$ cat src/rtl/dpc_div_cell.sv
// ----------------------------------------------------------------------------
// dpc_div_cell
// One restoring division step: resolves a single quotient bit and hands the
// partial remainder, divisor and sideband to the next cell.
// ----------------------------------------------------------------------------
module dpc_div_cell #(
	parameter int RW  = 57,
	parameter int DW  = 25,
	parameter int QW  = 32,
	parameter int SW  = 1,
	parameter int BIT = 0
) (
	input  logic          clk,
	input  logic          arst_n,
	input  logic          en,
	input  logic          i_valid,
	input  logic [RW-1:0] i_rem,
	input  logic [DW-1:0] i_den,
	input  logic [QW-1:0] i_q,
	input  logic [SW-1:0] i_side,
	output logic          o_valid,
	output logic [RW-1:0] o_rem,
	output logic [DW-1:0] o_den,
	output logic [QW-1:0] o_q,
	output logic [SW-1:0] o_side
);

	logic [RW-1:0] trial;
	logic          ge;
	logic [QW-1:0] q_nxt;

	// Compare against the divisor aligned to this bit.
	always_comb begin
		trial      = RW'(i_den) << BIT;
		ge         = (i_rem >= trial);
		q_nxt      = i_q;
		q_nxt[BIT] = ge;
	end

	always_ff @(posedge clk or negedge arst_n) begin
		if (!arst_n) begin
			o_valid <= 1'b0;
		end else if (en) begin
			o_valid <= i_valid;
		end
	end

	always_ff @(posedge clk) begin
		if (en) begin
			o_rem  <= ge ? (i_rem - trial) : i_rem;
			o_den  <= i_den;
			o_q    <= q_nxt;
			o_side <= i_side;
		end
	end

endmodule

$ cat src/rtl/dpc_div_chain.sv
// ----------------------------------------------------------------------------
// dpc_div_chain
// Row of division cells, one quotient bit per cell from the top bit down.
// The dividend must be below the divisor shifted by QW.
// ----------------------------------------------------------------------------
module dpc_div_chain #(
	parameter int RW = 57,
	parameter int DW = 25,
	parameter int QW = 32,
	parameter int SW = 1
) (
	input  logic          clk,
	input  logic          arst_n,
	input  logic          en,
	input  logic          i_valid,
	input  logic [RW-1:0] i_num,
	input  logic [DW-1:0] i_den,
	input  logic [SW-1:0] i_side,
	output logic          o_valid,
	output logic [QW-1:0] o_q,
	output logic [SW-1:0] o_side
);

	logic          v_c    [QW+1];
	logic [RW-1:0] rem_c  [QW+1];
	logic [DW-1:0] den_c  [QW+1];
	logic [QW-1:0] q_c    [QW+1];
	logic [SW-1:0] side_c [QW+1];

	// Chain entry.
	assign v_c[0]    = i_valid;
	assign rem_c[0]  = i_num;
	assign den_c[0]  = i_den;
	assign q_c[0]    = '0;
	assign side_c[0] = i_side;

	// Cells ordered from the most significant quotient bit.
	for (genvar k = 0; k < QW; k++) begin : g_cell
		dpc_div_cell #(
			.RW (RW),
			.DW (DW),
			.QW (QW),
			.SW (SW),
			.BIT(QW-1-k)
		) u_cell (
			.clk    (clk),
			.arst_n (arst_n),
			.en     (en),
			.i_valid(v_c[k]),
			.i_rem  (rem_c[k]),
			.i_den  (den_c[k]),
			.i_q    (q_c[k]),
			.i_side (side_c[k]),
			.o_valid(v_c[k+1]),
			.o_rem  (rem_c[k+1]),
			.o_den  (den_c[k+1]),
			.o_q    (q_c[k+1]),
			.o_side (side_c[k+1])
		);
	end

	assign o_valid = v_c[QW];
	assign o_q     = q_c[QW];
	assign o_side  = side_c[QW];

endmodule

$ cat config.mk
export PLATFORM = sky130hd
export DESIGN_NAME = dpc_div_chain
export DESIGN_NICKNAME = d
export VERILOG_FILES = /design/src/rtl/dpc_div_cell.sv /design/src/rtl/dpc_div_chain.sv
export SDC_FILE = /design/constraint.sdc
export NUM_CORES = 2
export LEC_CHECK = 0
export ABC_AREA = 0
export BUFFER_PORTS_ARGS = -buffer_cell sky130_fd_sc_hd__buf_2
export CAP_MARGIN = 20
export CELL_PAD_IN_SITES_DETAIL_PLACEMENT = 0
export CELL_PAD_IN_SITES_GLOBAL_PLACEMENT = 2
export CORE_ASPECT_RATIO = 0.75
export CORE_UTILIZATION = 30
export DETAILED_ROUTE_END_ITERATION = 16
export PLACE_DENSITY = 0.59
export SYNTH_ARGS = -nofsm -noshare
export SYNTH_HDL_FRONTEND = slang
export SYNTH_SLANG_ARGS = --single-unit
$ cat constraint.sdc
create_clock -name clk -period 3.79 [get_ports clk]
set_clock_uncertainty 0.2 [all_clocks]
set_input_delay 0.1895 -clock clk [delete_from_list [all_inputs] [get_ports clk]]
set_output_delay 0.1895 -clock clk [all_outputs]
set_load 0.1 [all_outputs]
Yosys cells after proc, flatten, opt, wreduce, memory -nomap -nowiden --
Index checks and enable logic that the tools add are counted.
Operators by class: add/subtract/negate cells 31, $lt $le $gt $ge 32, mux-type cells 31
Operators by type and width (number):
- $mux W57 | 31
- $ge A57 B25 Y1 | 1
- $ge A57 B26 Y1 | 1
- $ge A57 B27 Y1 | 1
- $ge A57 B28 Y1 | 1
- $ge A57 B29 Y1 | 1
- $ge A57 B30 Y1 | 1
- $ge A57 B31 Y1 | 1
- $ge A57 B32 Y1 | 1
- $ge A57 B33 Y1 | 1
- $ge A57 B34 Y1 | 1
- $ge A57 B35 Y1 | 1
- $ge A57 B36 Y1 | 1
- $ge A57 B37 Y1 | 1
- $ge A57 B38 Y1 | 1
- $ge A57 B39 Y1 | 1
- $ge A57 B40 Y1 | 1
- $ge A57 B41 Y1 | 1
- $ge A57 B42 Y1 | 1
- $ge A57 B43 Y1 | 1
- $ge A57 B44 Y1 | 1
- $ge A57 B45 Y1 | 1
- $ge A57 B46 Y1 | 1
- $ge A57 B47 Y1 | 1
- other kinds (40) | 40
Storage, ports and cells: flip-flop bits (word level) 3134, input bits 87, output and inout port bits 34, word-level logic and storage cells 252

Longest topological paths before layout --
depth in word-level cells 2, mapped depth 16, gate-level depth less buffers 14

By module --
A second synthesis with hierarchy kept.
Second synthesis, totals: cells, all modules 14877, area total of the unflattened synthesis 183702.4 um^2
Modules (own cells, without submodules):
- dpc_div_cell at g_cell[26].u_cell | instances 1, cells an instance 526, area each 6244.7 um^2, sequential area each 3478.3 um^2
- dpc_div_cell at g_cell[31].u_cell | instances 1, cells an instance 547, area each 6173.4 um^2, sequential area each 3478.3 um^2
- dpc_div_cell at g_cell[29].u_cell | instances 1, cells an instance 513, area each 6074.6 um^2, sequential area each 3478.3 um^2
- dpc_div_cell at g_cell[27].u_cell | instances 1, cells an instance 504, area each 6067.1 um^2, sequential area each 3478.3 um^2
- dpc_div_cell at g_cell[21].u_cell | instances 1, cells an instance 521, area each 6063.3 um^2, sequential area each 3478.3 um^2
- dpc_div_cell at g_cell[25].u_cell | instances 1, cells an instance 521, area each 6058.3 um^2, sequential area each 3478.3 um^2
- dpc_div_cell at g_cell[30].u_cell | instances 1, cells an instance 515, area each 6013.3 um^2, sequential area each 3478.3 um^2
- dpc_div_cell at g_cell[28].u_cell | instances 1, cells an instance 510, area each 5960.7 um^2, sequential area each 3478.3 um^2
- dpc_div_cell at g_cell[22].u_cell | instances 1, cells an instance 512, area each 5931.9 um^2, sequential area each 3478.3 um^2
- dpc_div_cell at g_cell[18].u_cell | instances 1, cells an instance 487, area each 5903.2 um^2, sequential area each 3478.3 um^2
- dpc_div_cell at g_cell[15].u_cell | instances 1, cells an instance 471, area each 5896.9 um^2, sequential area each 3478.3 um^2
- dpc_div_cell at g_cell[20].u_cell | instances 1, cells an instance 482, area each 5885.6 um^2, sequential area each 3478.3 um^2
- dpc_div_cell at g_cell[24].u_cell | instances 1, cells an instance 500, area each 5879.4 um^2, sequential area each 3478.3 um^2
- dpc_div_cell at g_cell[16].u_cell | instances 1, cells an instance 488, area each 5854.4 um^2, sequential area each 3478.3 um^2
- +19 rows

Worst setup path before layout --
OpenSTA, ideal clock, no wires.
path kind reg2reg, from register g_cell[25].u_cell.o_rem[5], to register g_cell[26].u_cell.o_rem[49] (data pin), setup time 0.258 ns, arrival time 3.575 ns, data required time 3.332 ns, slack -0.243 ns, cell stages (with the launch flop) 15, buffers on the path 0, path through edfxtp_1 -> inv_1 -> ha_1 -> inv_1 -> fa_1 -> a21oi_1 -> o21ai_0 -> a2111oi_0 -> o31a_1 -> o2111ai_1 -> o211ai_1 -> o22ai_1 -> nor3_1 -> or3b_2 -> xnor2_1
Between the ends: cells in the longest elaborated chain, start to end 2
RTL lines:
- start: declaration | RTL line dpc_div_cell.sv:22 | output logic [RW-1:0] o_rem,
- start signal: assignment | RTL line dpc_div_cell.sv:50 | o_rem <= ge ? (i_rem - trial) : i_rem;
- $sub A57 B30 Y57 or $ge A57 B30 Y1 (tied branches) | RTL line dpc_div_cell.sv:50, dpc_div_cell.sv:35
- $mux W57 (*) | RTL line dpc_div_cell.sv:50
- end signal: assignment | RTL line dpc_div_cell.sv:50
- end: declaration | RTL line dpc_div_cell.sv:22
Every way passes the cells marked *; elsewhere a longest branch is shown, timed or not. A chain may end at the register's enable or synchronous reset.

Worst setup path after layout --
from register g_cell[21].u_cell.o_rem[14], to register g_cell[22].u_cell.o_rem[47] (data pin)
Between the ends: cells in the longest elaborated chain, start to end 2
RTL lines (RTL line):
- start: declaration | dpc_div_cell.sv:22
- start signal: assignment | dpc_div_cell.sv:50
- $sub A57 B34 Y57 or $ge A57 B34 Y1 (tied branches) | dpc_div_cell.sv:50, dpc_div_cell.sv:35
- $mux W57 (*) | dpc_div_cell.sv:50
- end signal: assignment | dpc_div_cell.sv:50
- end: declaration | dpc_div_cell.sv:22
Marks and branches as above.

==> impl_metrics.toml <==
[detailed_routing]
routed-via-count = 107069
postRouteAntennaNets = 0
wl_per_cell_um = 20.87
dr.pass1.iters = 6
wl_um = 462600
drt_iter0_drc = 7420
drc_errors = 0
via_per_inst = 4.829

[final_layout]
drive_above_1_share = 0.2155
area_delta_synth_final_pct = 25.60
design_area_sq_um = 196000
final_cells = 22172
final_net_count = 15866

[critical_path]
worstPathArrival_ns = 4.52
crit_path_max_fanout = 3
crit_path_start_kind = "register"
cp_common_cell = "or3_4"
critPathKind = "register to register"
critPathMaxStageDelay_ns = 0.46
r2r_slack_ns = -0.21
rr_startpoint = "g_cell[21].u_cell.o_rem[14]$_DFFE_PP_"
crit_path_end_kind = "register"
timing.critical_path.cells = "ha_4 > or4b_4 > nor4_4 > buf_4 > nand4_1 > o21ai_2 > a21oi_2 > or3_4 > or3_4 > or4_4 > xnor2_1"
cpMaxStageDelayCell = "or4b_4"
ff2ff_path_depth = 11
cp.required_ns = 4.31
rr_endpoint = "g_cell[22].u_cell.o_rem[47]$_DFFE_PP_"

[sta]
drv_slew = 0
rsz0062_at_grt = "yes"
hold_viol = 0
setup_viol = 48
max_freq_mhz = 250.2
setup_ws_ns = -0.2075
tightest_slew_ns = 1.078
fin_crit_ns = 3.998
tns_ns = -4.121
maxSlewHeadroom = 0.2815
post-route-period-util = 1.055

[floorplan]
die_h_um = 626.6
io_pins = 121
num_rows = 229
die_w_um = 834.8
dieArea_sq_um = 523100
coreArea_sq_um = 518300
initial_core_util = 0.3011

[placement]
dpl_cell_area_sq_um = 176800
dp_hpwl_um = 352100
dp_slack_ns = -0.8382
portBuffers = 120
dp_cells = 21175
globalplace.congestion = 0.8576

[global_route]
antenna_found_initial = 19
grt_pass1_wl_um = 682500
grt_pass1_vias = 106700
grt_max_degree = 143
overflow = 0
track_usage = 0.1695

[min_path]
hold_path_depth = 2
hp-class = "input port to register"
hold_end = "g_cell[6].u_cell.o_den[1]$_DFFE_PP_"
worstHoldStart = "en"

[yosys]
ys.flop_type = "edfxtp_1"
synth_edf_count = 3102
ys_top_cells_by_area = "edfxtp_1 60%, ha_1 6.4%, xor2_1 3.2%, xnor2_1 3.0%, a21oi_1 2.9%"
yosys.area.top_type = "edfxtp_1"
netlist_instances = 12833
synthArstFlopShare = 0.01021
synth_nets = 13751
synth-seq-area-share = 0.6020
syn_area_sq_um = 156100
netlist.area_leader.share = 0.5969
avgSynthCellArea_sq_um = 12.16
ys_ff_latch = 3134
ys_warn_count = 0
synth_cell_type_count = 90

[cts]
clock_latency_ns = 1.01
cts.clk_slew.worst_paths_ns = 0.07
clockBufferDepth = 4
cts_tree = "built"
clock-sinks = 3134
cts_max_level = 5
numCtsBuffers = 346
clockRootBuffer = "clkbuf_16"

[run_status]
failed_checks = "negative setup slack"
status = "finished with violations"

[power]
total_power_mw = 141.1
ir_worst_vdd_uv = 364.5
leakage_nw = 75.71
p_per_area_nw_per_um2 = 719.9

[job]
drv_cap = 0
## where the power goes
part	internal (mW)	switching, mW	total, mW
clock	19.8	14.8	34.6
combinational	24.3	29.2	53.5
sequential	47.4	5.67	53.1
total	91.5	49.6	141
## worst max path at each step
stage / end / cells after the start / start / slack, ns
floorplan: g_cell[27].u_cell.o_rem[44]$_DFFE_PP_ / 10 / g_cell[26].u_cell.o_rem[29]$_DFFE_PP_ / -0.03
global route: g_cell[22].u_cell.o_rem[47]$_DFFE_PP_ / 11 / g_cell[21].u_cell.o_rem[14]$_DFFE_PP_ / -0.29
finish: g_cell[22].u_cell.o_rem[47]$_DFFE_PP_ / 11 / g_cell[21].u_cell.o_rem[14]$_DFFE_PP_ / -0.21
CTS: g_cell[26].u_cell.o_rem[49]$_DFFE_PP_ / 16 / g_cell[25].u_cell.o_rem[5]$_DFFE_PP_ / -0.13
detailed placement: g_cell[24].u_cell.o_rem[54]$_DFFE_PP_ / 12 / g_cell[23].u_cell.o_rem[11]$_DFFE_PP_ / -0.84
global placement: g_cell[24].u_cell.o_rem[52]$_DFFE_PP_ / 12 / g_cell[23].u_cell.o_den[4]$_DFFE_PP_ / -0.96
## final cells by class
type                       count  area, sq um
fill                       49907       322300
sequential                  3134        93950
multi-input combinational   8390        61430
timing repair buffer        2031        16550
clock buffer                 404         8940
tap                         6930         8671
inverter                    1045         3933
clock inverter               228         2522
antenna                       10        25.02
## synthesized netlist by cell type (all sizes together) (20+ instances only)
cell     instances
edfxtp        3102
inv           1043
a21oi          901
nand2          881
nor2           803
ha             800
o21ai          687
xor2           578
xnor2          540
a21o           383
nor3           288
nor4           270
clkbuf         228
nand3          220
mux2           174
nand4          151
nand2b         144
nor2b          125
or3            119
and3            98
or4             94
o21a            90
a31oi           88
o21bai          88
a211oi          72
o211ai          69
or2             64
o31ai           63
and2            53
nor4b           39
buf             36
dfrtp           32
fa              31
nand4b          29
o2111ai         29
a21boi          25
o31a            25
a211o           24
nor3b           24
a2111oi         22
o41ai           21
nand3b          20
## cells by family after synthesis
family                   count (synthesis)  synth area share
AO/OA/AOI/OAI                         2777            0.1103
XOR/XNOR                              1118           0.06274
adder cells (fa/ha/maj)                831           0.06811
buffers and inverters                 1309           0.03163
flip-flops                            3134            0.6020
multiplexers                           188           0.01345
AND/OR/NAND/NOR                       3476            0.1118
## state kept, by name, summed over array words and instances, names as in the netlist
signal	count
g_cell.u_cell.o_rem	1767
g_cell.u_cell.o_den	775
g_cell.u_cell.o_q	528
g_cell.u_cell.o_side	32
g_cell.u_cell.o_valid	32
## critical path, delay by kind of cell, from the launching register on
family	cells	cell delay [ns]
compound gates	2	0.39
fa+ha+maj	1	0.29
simple gates	6	2.15
flops	1	0.43
buf+inv	1	0.15
xor+xnor	1	0.13
## layout by cell type (no fill, tap or decap), types with 119 or more instances in the layout
master and instances:
inv_1 1025, dlygate4sd3_1 172, mux2_2 174, o21ai_0 624, buf_4 1616, buf_2 119
ha_1 759, xnor2_1 525, clkbuf_16 361, edfxtp_1 3102, nand2_1 870, nand3_1 206
a21o_1 381, nand2b_1 140, xor2_1 572, nor3_1 241, nand4_1 151, a21oi_1 828
nor2_1 756, nor4_1 191
## stage by stage
stage                       util  hold WS, ns
after floorplan                -      -0.3061
after global placement    0.3412      0.07934
after detailed placement  0.3412      0.09620
after CTS                 0.3703      0.02212
after global routing      0.3782      0.07974
final                     0.3782       0.1597
## timing repair
action / in CTS / in global routing
gates resized for setup: 323 / 601
endpoints found under the setup margin: 637 / 842
pin swaps: 100 / 248
hold buffers: 173 / 0
hold endpoints to repair: 1851 / 0
buffers inserted: 54 / 123
gates cloned: 3 / 14
## per-layer routing
layer | GRT usage | part of all wire | vias up
li1 | - | - | 52028
met1 | 0.2455 | 0.49 | 52647
met2 | 0.2725 | 0.46 | 1885
met3 | 0.02150 | 0.039 | 505
met4 | 0.03375 | 0.019 | 4
met5 | 0 | 0.000045 | -
Power figures use the tool's default switching activity.
